--- src/assert_macros.svh ---
// Assertion helpers for the queue unit RTL.
`ifndef ASSERT_MACROS_SVH
`define ASSERT_MACROS_SVH

// Same-cycle implication, disabled during reset.
`define CHK_IMPLY(lbl, clk, rst, ante, cons) \
   lbl: assert property (@(posedge clk) disable iff (rst) (ante) |-> (cons)) \
      else $error("assertion failed");

// Next-cycle implication, disabled during reset.
`define CHK_NEXT(lbl, clk, rst, ante, cons) \
   lbl: assert property (@(posedge clk) disable iff (rst) (ante) |=> (cons)) \
      else $error("assertion failed");

`endif

--- src/tsdq_pkg.sv ---
// ----------------------------------------------------------------------------
// tsdq_pkg
// Widths, codes and shared types of the timestamp delay release queue.
// ----------------------------------------------------------------------------
`default_nettype none

package tsdq_pkg;

   localparam int TIME_W        = 48;
   localparam int PAY_W         = 32;
   localparam int REG_W         = 16;
   localparam int CSR_IDX_W     = 2;
   localparam int DEPTH_DEFAULT = 8;

   localparam logic [REG_W-1:0] STALE_RESET = REG_W'(1000);

   localparam logic [CSR_IDX_W-1:0] CSR_DELAY = CSR_IDX_W'(0);
   localparam logic [CSR_IDX_W-1:0] CSR_STALE = CSR_IDX_W'(1);

   localparam logic REQ_PUSH  = 1'b0;
   localparam logic REQ_FRAME = 1'b1;

   typedef enum logic [1:0] {
      ST_IDLE,
      ST_DRAIN,
      ST_FINISH
   } state_type;

   // Command broadcast to every cell of the chain.
   typedef struct packed {
      logic              shift;
      logic [TIME_W-1:0] stamp;
      logic [PAY_W-1:0]  pay;
   } cell_cmd_type;

endpackage

`default_nettype wire

--- src/tsdq_cell.sv ---
// ----------------------------------------------------------------------------
// tsdq_cell
// One queue slot: takes a new entry on load, else its upstream neighbor's
// entry on shift, else holds.
// ----------------------------------------------------------------------------
`default_nettype none

module tsdq_cell
   import tsdq_pkg::*;
(
   input  wire logic              clock,
   input  wire cell_cmd_type      cmd,
   input  wire logic              load_en,
   input  wire logic [TIME_W-1:0] up_stamp,
   input  wire logic [PAY_W-1:0]  up_pay,
   output logic      [TIME_W-1:0] stamp,
   output logic      [PAY_W-1:0]  pay
);

   logic [TIME_W-1:0] stamp_ff, stamp_in;
   logic [PAY_W-1:0]  pay_ff, pay_in;

   always_comb begin
      stamp_in = stamp_ff;
      pay_in   = pay_ff;
      priority if (load_en) begin
         stamp_in = cmd.stamp;
         pay_in   = cmd.pay;
      end else if (cmd.shift) begin
         stamp_in = up_stamp;
         pay_in   = up_pay;
      end
   end

   always_ff @(posedge clock) begin
      stamp_ff <= stamp_in;
      pay_ff   <= pay_in;
   end

   assign stamp = stamp_ff;
   assign pay   = pay_ff;

endmodule

`default_nettype wire

--- src/timestamp_delay_release_queue_unit.sv ---
// Timestamp delay release queue. Pushes append (timestamp, handle) pairs to a
// chain of QUEUE_DEPTH cells whose head is cell 0; a push to a full queue drops
// the oldest entry. A push gives no response. After a frame request is taken,
// req_stall stays high while the head cell is tested once per cycle and popped
// while it is ready, the whole chain shifting toward the head, until one test
// finds the head not ready or the queue empty; then ST_FINISH applies the stale
// check and loads the response register that drives rsp_valid, and it also
// waits while an earlier response is still held by rsp_stall. Requests are not
// taken while a frame is being drained; a response waiting on rsp_stall does
// not block further pushes.
`default_nettype none

`include "assert_macros.svh"

module timestamp_delay_release_queue_unit
   import tsdq_pkg::*;
#(
   parameter int QUEUE_DEPTH = DEPTH_DEFAULT
)
(
   input  wire logic                 clock,
   input  wire logic                 reset,
   input  wire logic                 req_valid,
   output logic                      req_stall,
   input  wire logic                 req_type,
   input  wire logic [TIME_W-1:0]    req_time_ms,
   input  wire logic [PAY_W-1:0]     req_payload,
   output logic                      rsp_valid,
   input  wire logic                 rsp_stall,
   output logic      [PAY_W-1:0]     rsp_cur_payload,
   output logic      [TIME_W-1:0]    rsp_cur_time_ms,
   output logic                      rsp_cur_valid,
   input  wire logic                 csr_valid,
   output logic                      csr_ready,
   input  wire logic [CSR_IDX_W-1:0] csr_index,
   input  wire logic [REG_W-1:0]     csr_wdata
);

   localparam int CNT_W = $clog2(QUEUE_DEPTH + 1);
   localparam logic [CNT_W-1:0] FULL_CNT = CNT_W'(QUEUE_DEPTH);
   localparam logic [CNT_W-1:0] CNT_ONE  = CNT_W'(1);

   state_type state_ff, state_in;

   logic [CNT_W-1:0]  cnt_ff, cnt_in;
   logic [REG_W-1:0]  delay_ff, stale_ff;
   logic [REG_W:0]    limit;
   logic [TIME_W-1:0] frame_ff, frame_in;
   logic              held_valid_ff, held_valid_in;
   logic [TIME_W-1:0] held_time_ff, held_time_in;
   logic [PAY_W-1:0]  held_pay_ff, held_pay_in;
   logic              rsp_valid_ff, rsp_valid_in;
   logic [PAY_W-1:0]  rsp_pay_ff, rsp_pay_in;
   logic [TIME_W-1:0] rsp_time_ff, rsp_time_in;
   logic              rsp_cv_ff, rsp_cv_in;

   logic              accept, push, full, pop, head_ready, stale, out_free;
   cell_cmd_type      cmd;
   logic [QUEUE_DEPTH-1:0] load_en;
   logic [TIME_W-1:0] cell_stamp [QUEUE_DEPTH];
   logic [PAY_W-1:0]  cell_pay   [QUEUE_DEPTH];

   // Configuration
   assign csr_ready = 1'b1;

   always_ff @(posedge clock) begin
      if (reset) begin
         delay_ff <= '0;
         stale_ff <= STALE_RESET;
      end else if (csr_valid && csr_ready) begin
         if (csr_index == CSR_DELAY) delay_ff <= csr_wdata;
         if (csr_index == CSR_STALE) stale_ff <= csr_wdata;
      end
   end

   assign limit = {1'b0, delay_ff} + {1'b0, stale_ff};

   // Request side
   assign req_stall = (state_ff != ST_IDLE);
   assign accept    = req_valid && !req_stall;
   assign push      = accept && (req_type == REQ_PUSH);
   assign full      = (cnt_ff == FULL_CNT);

   assign head_ready = (cnt_ff != '0) &&
      (({1'b0, cell_stamp[0]} + {{(TIME_W-REG_W+1){1'b0}}, delay_ff}) <= {1'b0, frame_ff});
   assign pop = (state_ff == ST_DRAIN) && head_ready;

   assign stale = held_valid_ff &&
      ({2'b00, frame_ff} > ({2'b00, held_time_ff} + {{(TIME_W-REG_W+1){1'b0}}, limit}));
   assign out_free = !rsp_valid_ff || !rsp_stall;

   // Cell chain
   assign cmd.shift = pop || (push && full);
   assign cmd.stamp = req_time_ms;
   assign cmd.pay   = req_payload;

   for (genvar i = 0; i < QUEUE_DEPTH; i++) begin : g_cell
      logic [TIME_W-1:0] up_stamp;
      logic [PAY_W-1:0]  up_pay;

      if (i == QUEUE_DEPTH - 1) begin : g_tail
         assign up_stamp = cell_stamp[i];
         assign up_pay   = cell_pay[i];
      end else begin : g_mid
         assign up_stamp = cell_stamp[i+1];
         assign up_pay   = cell_pay[i+1];
      end

      // full push writes the tail after the shift; otherwise the first free slot
      assign load_en[i] = push && (full ? (i == QUEUE_DEPTH - 1) : (cnt_ff == CNT_W'(i)));

      tsdq_cell u_cell (
         .clock    (clock),
         .cmd      (cmd),
         .load_en  (load_en[i]),
         .up_stamp (up_stamp),
         .up_pay   (up_pay),
         .stamp    (cell_stamp[i]),
         .pay      (cell_pay[i])
      );
   end

   // Control
   always_comb begin
      state_in      = state_ff;
      cnt_in        = cnt_ff;
      frame_in      = frame_ff;
      held_valid_in = held_valid_ff;
      held_time_in  = held_time_ff;
      held_pay_in   = held_pay_ff;
      rsp_valid_in  = rsp_valid_ff && rsp_stall;
      rsp_pay_in    = rsp_pay_ff;
      rsp_time_in   = rsp_time_ff;
      rsp_cv_in     = rsp_cv_ff;

      unique case (state_ff)
         ST_IDLE: begin
            if (push && !full) begin
               cnt_in = cnt_ff + CNT_ONE;
            end
            if (accept && (req_type == REQ_FRAME)) begin
               frame_in = req_time_ms;
               state_in = ST_DRAIN;
            end
         end
         ST_DRAIN: begin
            if (head_ready) begin
               held_valid_in = 1'b1;
               held_time_in  = cell_stamp[0];
               held_pay_in   = cell_pay[0];
               cnt_in        = cnt_ff - CNT_ONE;
            end else begin
               state_in = ST_FINISH;
            end
         end
         ST_FINISH: begin
            if (out_free) begin
               rsp_valid_in = 1'b1;
               if (held_valid_ff && !stale) begin
                  rsp_pay_in  = held_pay_ff;
                  rsp_time_in = held_time_ff;
                  rsp_cv_in   = 1'b1;
               end else begin
                  rsp_pay_in  = '0;
                  rsp_time_in = '0;
                  rsp_cv_in   = 1'b0;
               end
               if (stale) begin
                  held_valid_in = 1'b0;
                  held_time_in  = '0;
                  held_pay_in   = '0;
               end
               state_in = ST_IDLE;
            end
         end
         default: state_in = ST_IDLE;
      endcase
   end

   always_ff @(posedge clock) begin
      if (reset) begin
         state_ff      <= ST_IDLE;
         cnt_ff        <= '0;
         held_valid_ff <= 1'b0;
         held_time_ff  <= '0;
         held_pay_ff   <= '0;
         rsp_valid_ff  <= 1'b0;
      end else begin
         state_ff      <= state_in;
         cnt_ff        <= cnt_in;
         held_valid_ff <= held_valid_in;
         held_time_ff  <= held_time_in;
         held_pay_ff   <= held_pay_in;
         rsp_valid_ff  <= rsp_valid_in;
      end
   end

   always_ff @(posedge clock) begin
      frame_ff    <= frame_in;
      rsp_pay_ff  <= rsp_pay_in;
      rsp_time_ff <= rsp_time_in;
      rsp_cv_ff   <= rsp_cv_in;
   end

   assign rsp_valid       = rsp_valid_ff;
   assign rsp_cur_payload = rsp_pay_ff;
   assign rsp_cur_time_ms = rsp_time_ff;
   assign rsp_cur_valid   = rsp_cv_ff;

   // Checks
   `CHK_NEXT(a_pop_count, clock, reset, pop, cnt_ff == $past(cnt_ff) - CNT_ONE)
   `CHK_NEXT(a_pop_held, clock, reset, pop, held_valid_ff)
   `CHK_NEXT(a_full_push, clock, reset, push && full, cnt_ff == FULL_CNT)
   `CHK_NEXT(a_finish_rsp, clock, reset, (state_ff == ST_FINISH) && out_free,
             rsp_valid_ff && (state_ff == ST_IDLE))

endmodule

`default_nettype wire

--- config.mk ---
export PLATFORM = sky130hd
export DESIGN_NAME = timestamp_delay_release_queue_unit
export DESIGN_NICKNAME = d
export VERILOG_FILES = /design/src/tsdq_pkg.sv /design/src/tsdq_cell.sv /design/src/timestamp_delay_release_queue_unit.sv
export VERILOG_INCLUDE_DIRS = /design/src /design/src/src
export SDC_FILE = /design/constraint.sdc
export NUM_CORES = 1
export LEC_CHECK = 0
export ABC_AREA = 1
export BUFFER_PORTS_ARGS = -buffer_cell sky130_fd_sc_hd__buf_2
export CORE_MARGIN = 2
export CORE_UTILIZATION = 65
export CTS_BUF_LIST = sky130_fd_sc_hd__clkbuf_8 sky130_fd_sc_hd__clkbuf_16
export CTS_CLUSTER_DIAMETER = 80
export CTS_CLUSTER_SIZE = 20
export DETAILED_ROUTE_END_ITERATION = 12
export PLACE_DENSITY = 0.84
export RECOVER_POWER = 25
export SLEW_MARGIN = 40
export SYNTH_ARGS = -nofsm -noshare
export SYNTH_HDL_FRONTEND = slang
export SYNTH_SLANG_ARGS = --single-unit
export TNS_END_PERCENT = 100
--- constraint.sdc ---
create_clock -name clock -period 9.33 [get_ports clock]
set_input_delay 1.3995 -clock clock [delete_from_list [all_inputs] [get_ports clock]]
set_output_delay 1.3995 -clock clock [all_outputs]
set_load 0.05 [all_outputs]
==> metrics.md, run 1 <==
| Metric | Value |
|---|---|
| DRC Markers | 0 |
| Part of the power in combinational logic | about 7.9% |
| Post-synth top flop | edfxtp_1 |
| Violated checks | capacitance limit, slew limit |
| Hold path start | held_pay_ff[21] |
| Router iterations before antenna repair | 6 |
| # clock sinks | about 900 |
| Synth-to-layout area growth | 7.46% |
| Die ar. | 65,100 sq um |
| Fraction of registers with async set/reset | 0% |
| GRT Total Usage | between 20% and 30% |
| Cts hold-fix bufs | 0 |
| Cell Area, Synth | just over 40,000 sq um |
| Setup crit start kind | input port |
| Worst skew pair latency | about 0.65 ns |
| Total power | ~7.3 mW |
| CP peak stage delay | between 2 and 3 ns |
| VDD IR-drop max | about 0.00018 V |
| Status | complete, but fails checks |
| Data arrival, critical path | 7.79 ns |
| Initial antenna violation count | 2 |
| Max Clock Freq | between 0.1 and 0.15 GHz |
| Height of the die | around 260 um |
| Worst hold stages | 2 |
| CP Max Fanout | just over 80 |
| R2R Path End | g_cell[6].u_cell.stamp[0] |
| Rel. slew slack | -183% |
| DRT antenna net count | 0 |
| Hold Path End | held_pay_ff[21] |
| Post-synthesis cell type count | 44 |
| Sequential Power Share | roughly 60% |
| Syn Inst Count | between 4,000 and 5,000 |
| Final Hold Fails | 0 |
| DR WL/cell | ~18 um |
| Clk_skew | roughly 0.047 ns |
| Final setup viols | 0 |
| Layout cell share with drive strength beyond 1 | 3.36% |
| Pwr per Cell Area | about 170 nW/um^2 |
| CTS H-Tree Depth | 2 |
| Largest net degree at the start of global routing | slightly above 80 |
| Reg2reg setup slack | ~2.3 ns |
| Vias per cell | between 5 and 6 |
| Final Cycle Share | between 70% and 80% |
| Syn avg cell area | ~9.6 sq um |
| Post-synth net total | around 4,500 |
| Cell at the slowest stage of the critical path | clkbuf_1 |
| EDFF count, synth | between 700 and 800 |
| Dpl cell area | around 43,000 sq um |
| Post-CTS sizing | 0 |
| TNS Setup | 0 ns |
| Die X-Extent | 255 um |
| Sw Pwr | around 1.7 mW |
| Drt initial violations | roughly 3,200 |
| # Post-CTS Setup Buffers | 0 |
| I/O Pins | 188 |
| RSZ-0062 raised after global routing | no |
| Switching share of total power | 23.5% |
| Worst Hold Class | reg2reg |
| First-pass GRT wire length | around 150 mm |
| Final Net Count | around 4,600 |
| Row cnt | ~90 |
| Via count | a little under 30,000 |
| Synthesis warning total | 0 |
| Fin crit period | ~7.4 ns |
| Cell area after layout | ~44,000 sq um |
| I/O Buffers | roughly 190 |
| R2R Path Start | state_ff[1] |
| Gp weighted congestion | approximately 0.96 |
| Seq/Total Area, Yosys | about 62% |
| CP endpoint kind | register |
| Reg clk slew, reported paths | 0.09 ns |
| Congestion Overflow GR | 0 |
| Clock power frac | a little under a third |
| TritonCTS buffer count | between 50 and 60 |
| Initial core utilization | 65.3% |
| Internal power | 5.61 mW |
| CTS tree | built |
| Post-layout util | 70.2% |
| Core footprint | 62,700 sq um |
| Worst Tran Pin Value | between 4 and 5 ns |
| Vias in the first global route | 26,500 |
| Max-cap violations | 8 |
| FF-to-FF path depth | 9 |
| Crit Path Class | in2reg |
| Final Max Tran Viols | approximately 440 |
| Yosys reg bits | between 800 and 900 |
| Total Routed Length | 95.8 mm |
| WP data required | 9.73 ns |
| Clk Tree Root Cell | clkbuf_16 |
| Cell Chain, Critical Path | clkbuf_1 > nor3_1 > nand3_4 > clkbuf_1 > inv_1 > buf_4 > nand2_1 > nand2_1 |
| Clk buf depth | 3 |
| P_leak | ~18 nW |
| Post-DP HPWL | about 67 mm |
synth_stat cells (all sizes together) (3+ instances only):
cell type / count / area (sq um)
fa: 18 / 360
ha: 133 / 1660
nor4: 18 / 113
a31oi: 4 / 25.0
o21ai: 46 / 234
nand2: 2123 / 7980
nand3b: 5 / 37.5
inv: 262 / 983
o211ai: 3 / 22.5
a21oi: 176 / 922
o21bai: 4 / 30.0
buf: 36 / 199
nand4: 34 / 213
a21o: 5 / 37.5
xnor2: 19 / 166
nor3: 34 / 190
nand3: 57 / 295
clkbuf: 123 / 462
xor2: 72 / 631
nor2: 209 / 795
o21a: 4 / 30.0
dfxtp: 120 / 2400
edfxtp: 769 / 23100
area by class of cell:
class,instances,area [sq um]
Fill cell,4594,18700
Antenna cell,1,2.50
Multi-Input combinational cell,2975,14000
Clock buffer,53,1320
Clock inverter,20,180
Inverter,263,993
Sequential cell,889,25500
Tap cell,846,1060
Timing Repair Buffer,209,956
through the flow:
step	hold slack [ns]	cells	setup slack [ns]
after CTS	0.465	5254	2.98
after global routing	0.482	5255	1.59
after detailed placement	0.455	5181	3.09
after global placement	0.450	5178	2.74
after floorplan	0.439	4286	3.55
final	0.465	5256	1.94
flip-flops by register name, summed over array words and instances (netlist names):
signal               cells
stale_ff                16
frame_ff                48
rsp_valid                1
held_pay_ff             32
state_ff                 2
cnt_ff                   4
g_cell.u_cell.stamp    384
held_time_ff            48
g_cell.u_cell.pay      256
delay_ff                16
rsp_cur_payload         32
rsp_cur_time_ms         48
rsp_cur_valid            1
held_valid_ff            1
cell families after synthesis:
| kind of cell | Yosys count | share of synthesized area, % |
|---|---|---|
| compound gates | 248 | 3.29 |
| fa+ha+maj | 151 | 4.94 |
| other cells | 1 | 0.00915 |
| flops | 889 | 62.2 |
| simple gates | 2484 | 23.6 |
| xor+xnor | 91 | 1.95 |
| buf+inv | 422 | 4.03 |
cells in the final DEF (no fill, tap or decap), drive strengths merged, types with 3 or more instances in the layout:
cell type  count
a31oi          4
nand3         57
nand2       2123
nor3          34
fa            18
dfxtp        120
nand4         34
clkinv         8
edfxtp       769
inv          273
xor2          72
xnor2         19
nor4          18
a21o           5
nor2         209
a21oi        176
o211ai         3
o21a           4
buf           39
o21ai         46
clkbuf       223
nand3b         5
ha           133
o21bai         4
power by group through the flow:
stage | logic (mW) | clock network (mW) | registers, mW
5_1_grt | 0.644 | 2.44 | 4.47
3_3_place_gp | 0.557 | 0 | 4.55
3_5_place_dp | 0.575 | 0 | 4.55
6_report | 0.581 | 2.30 | 4.46
2_1_floorplan | 0.338 | 0 | 4.54
4_1_cts | 0.580 | 2.32 | 4.46
routing by layer:
layer | part of all wire [%] | track usage [%]
met1 | 44 | 45.5
met2 | 44 | 44.5
met3 | 9.8 | 4.10
met4 | 2.1 | 7.30
met5 | 0.028 | 0
critical path: cells and delay by family:
kind | cells | cell delay (ns)
buf+inv | 4 | 5.63
simple gates | 4 | 0.65
worst max-delay path by stage:
stage | from | end | slack (ns)
after floorplan | rsp_stall | rsp_cur_payload[0] | 3.55
after global placement | g_cell[0].u_cell.stamp[2] | g_cell[3].u_cell.stamp[4] | 2.74
after detailed placement | delay_ff[1] | held_time_ff[40] | 3.09
after CTS | delay_ff[1] | held_pay_ff[6] | 2.98
after global routing | req_type | g_cell[6].u_cell.stamp[2] | 1.59
final | req_type | g_cell[6].u_cell.stamp[0] | 1.94
Note: power is estimated with default switching activity, not from simulation.
==> run 2, diff against run 1 <==
--- a/config.mk
+++ b/config.mk
@@ -9,12 +9,12 @@
 export ABC_AREA = 1
 export BUFFER_PORTS_ARGS = -buffer_cell sky130_fd_sc_hd__buf_2
 export CORE_MARGIN = 2
-export CORE_UTILIZATION = 65
+export CORE_UTILIZATION = 62
 export CTS_BUF_LIST = sky130_fd_sc_hd__clkbuf_8 sky130_fd_sc_hd__clkbuf_16
 export CTS_CLUSTER_DIAMETER = 80
 export CTS_CLUSTER_SIZE = 20
 export DETAILED_ROUTE_END_ITERATION = 12
-export PLACE_DENSITY = 0.84
+export PLACE_DENSITY = 0.8
 export RECOVER_POWER = 25
 export SLEW_MARGIN = 40
 export SYNTH_ARGS = -nofsm -noshare
==> constraint.sdc (replaced) <==
create_clock -name clock -period 7.4 [get_ports clock]
set_input_delay 1.11 -clock clock [delete_from_list [all_inputs] [get_ports clock]]
set_output_delay 1.11 -clock clock [all_outputs]
set_load 0.05 [all_outputs]
==> metrics.md, run 2 (synthesis gave the netlist of run 1 again) <==
| Metric | Value |
|---|---|
| CTS H-Tree Depth | 2 (unchanged) |
| Worst skew pair latency | 0.65 ns (about the same) |
| First-pass GRT wire length | 145 mm (-2.1%) |
| Data arrival, critical path | 6.38 ns (-1.41 ns) |
| Final Max Tran Viols | 287 (-34%) |
| Max Clock Freq | approximately 0.16 GHz |
| Pre-CTS WS | 1.39 ns (-1.70 ns) |
| Router iterations before antenna repair | 5 (-1) |
| Clk_skew | 0.0294 ns (-0.0176 ns) |
| Final Hold Fails | 0 (unchanged) |
| Clk Tree Root Cell | clkbuf_16 |
| Violated checks | capacitance limit, slew limit |
| Commonest non-fill, non-tap cell in the layout | nand2_1 |
| Sw Pwr | 2.15 mW (+24%) |
| Hold path start | held_pay_ff[7] |
| R2R Path Start | g_cell[0].u_cell.stamp[2] |
| Initial core utilization | 62.4% (-2.9 points) |
| # Post-CTS Setup Buffers | 0 (unchanged) |
| Non-Filler Instances | 5,285 (+0.55%) |
| Switching share of total power | 23.5% (-0.053 points) |
| Final Cycle Share | 82.1% |
| Cts hold-fix bufs | 0 (unchanged) |
| Initial antenna violation count | 4 (+2) |
| Die ar. | 68,200 sq um (+4.8%) |
| GRT Total Usage | 27.4% (-2.1 points) |
| Vias in the first global route | 26,000 (-2.1%) |
| Vias per cell | 5.46 (-1.4%) |
| DR WL/cell | 17.7 um (-2.9%) |
| Buf+Inv Stages, Crit Path | 3 (-1) |
| Post-DP HPWL | 65.0 mm (-2.6%) |
| Internal power | 7.01 mW (+25%) |
| I/O Buffers | 186 (unchanged) |
| TritonCTS buffer count | 51 (-1.9%) |
| Die X-Extent | 261 um (+2.4%) |
| Max-cap violations | 6 (-2) |
| Total power | 9.16 mW (+25%) |
| Synth-to-layout area growth | 7.55% (about the same) |
| Gp weighted congestion | 0.944 (-1.5%) |
| Cell area after layout | 44,100 sq um (about the same) |
| P_leak | 17.8 nW (+0.18%) |
| CP Max Fanout | 51 (-38%) |
| Clk buf depth | 3 (unchanged) |
| Max reg flops | 384 (unchanged) |
| Pwr per Cell Area | 208 nW/um^2 (+25%) |
| Final Net Count | 4,653 (+0.17%) |
| Post-CTS sizing | 0 (unchanged) |
| Crit. Startpoint | g_cell[0].u_cell.stamp[2] |
| Crit Path Class | reg2reg |
| Largest net degree at the start of global routing | 83 (unchanged) |
| DRC Markers | 0 (unchanged) |
| Cell at the slowest stage of the critical path | nand2_4 |
| Most frequent cells in the layout | nand2_1 (2,112), edfxtp_1 (769), inv_1 (267) |
| DRT antenna net count | 0 (unchanged) |
| RSZ-0062 raised after global routing | no |
| Core footprint | 65,600 sq um (+4.6%) |
| CP peak stage delay | 0.54 ns (-2.37 ns) |
| Setup slack after layout | 1.32 ns (-0.618 ns) |
| Congestion Overflow GR | 0 (unchanged) |
| CTS tree | built |
| Part of the power in combinational logic | 7.7% (-0.2 points) |
| Worst Hold Class | reg2reg |
| WP data required | 7.70 ns (-2.03 ns) |
| Setup crit start kind | register |
| Height of the die | 261 um (+2.4%) |
| Sequential Power Share | 61.5% (+0.7 points) |
| VDD IR-drop max | 0.000198 V (+9.5%) |
| Worst Tran Pin Value | 4.46 ns (+0.213 ns) |
| Family with the most delay on the worst path | simple AND/OR/NAND/NOR gates |
| CP endpoint kind | register |
| Final setup viols | 0 (unchanged) |
| Row cnt | 94 (+2.2%) |
| Reg clk slew, reported paths | 0.08 ns (about the same) |
| Fin crit period | 6.08 ns |
| Rel. slew slack | -197% (-14 points) |
| Via count | 28,900 (-0.82%) |
| # clock sinks | 889 (unchanged) |
| Total Routed Length | 93.5 mm (-2.4%) |
| Post-layout util | 67.1% (-3.0 points) |
| CP most frequent cell | nand2_1 |
| I/O Pins | 188 (unchanged) |
| Hold_ws | 0.463 ns (-0.00206 ns) |
| Dpl cell area | 42,900 sq um (+0.27%) |
| Drt initial violations | 3,515 (+8.8%) |
| Clock power frac | 30.8% (-0.5 points) |
| Layout cell share with drive strength beyond 1 | 3.58% (+0.22 points) |
| Status | complete, but fails checks |
| Cell Chain, Critical Path | ha_1 > a21oi_1 > nand2_1 > a21oi_1 > o21ai_1 > a21boi_0 > o21ai_2 > nand3b_1 > o21ai_0 > xnor2_1 > inv_1 > ha_1 > nand2_1 > nor2_1 > nand4_1 > nor4_1 > nand4_1 > nand2_1 > nand2_1 > clkinv_4 > a21oi_4 > nand2_4 > buf_12 |
| TNS Setup | 0 ns (unchanged) |
| Dpl cells | 5,209 (+0.54%) |
## run 2: per-layer routing
metal	GRT usage, %	wire [um]
met1	43.2	42100
met2	40.6	40700
met3	3.83	8790
met4	6.50	1870
met5	0	31
## run 2: power by group through the flow
| stage | Clock, mW | Sequential [mW] | Combinational [mW] |
|---|---|---|---|
| 6_report | 2.82 | 5.63 | 0.706 |
| 3_5_place_dp | 0 | 5.74 | 0.707 |
| 4_1_cts | 2.85 | 5.62 | 0.712 |
| 5_1_grt | 3.03 | 5.64 | 0.791 |
| 2_1_floorplan | 0 | 5.73 | 0.426 |
| 3_3_place_gp | 0 | 5.74 | 0.691 |
## run 2: cell type report
cell class	instances	area [sq um]
sequential	889	25500
fill	5048	21600
multi-input combinational	2975	14000
clock buffer	51	1280
timing repair buffer	218	1100
tap	864	1080
inverter	263	993
clock inverter	22	146
antenna	3	7.51
## run 2: path summary, 6_finish.rpt
path	slack [ns]	depth (start not counted)	to
setup reg to reg	1.32	23	g_cell[5].u_cell.stamp[47]
hold reg to reg	0.46	2	held_pay_ff[7]
setup / recovery	1.32	23	g_cell[5].u_cell.stamp[47]
hold / removal	0.46	2	held_pay_ff[7]
## run 2: tightest hold or removal path: cells and delay by family, from the launching register on
family,cells,cell delay [ns]
AO/OA/AOI/OAI,1,0.05
AND/OR/NAND/NOR,1,0.06
flip-flops,1,0.31
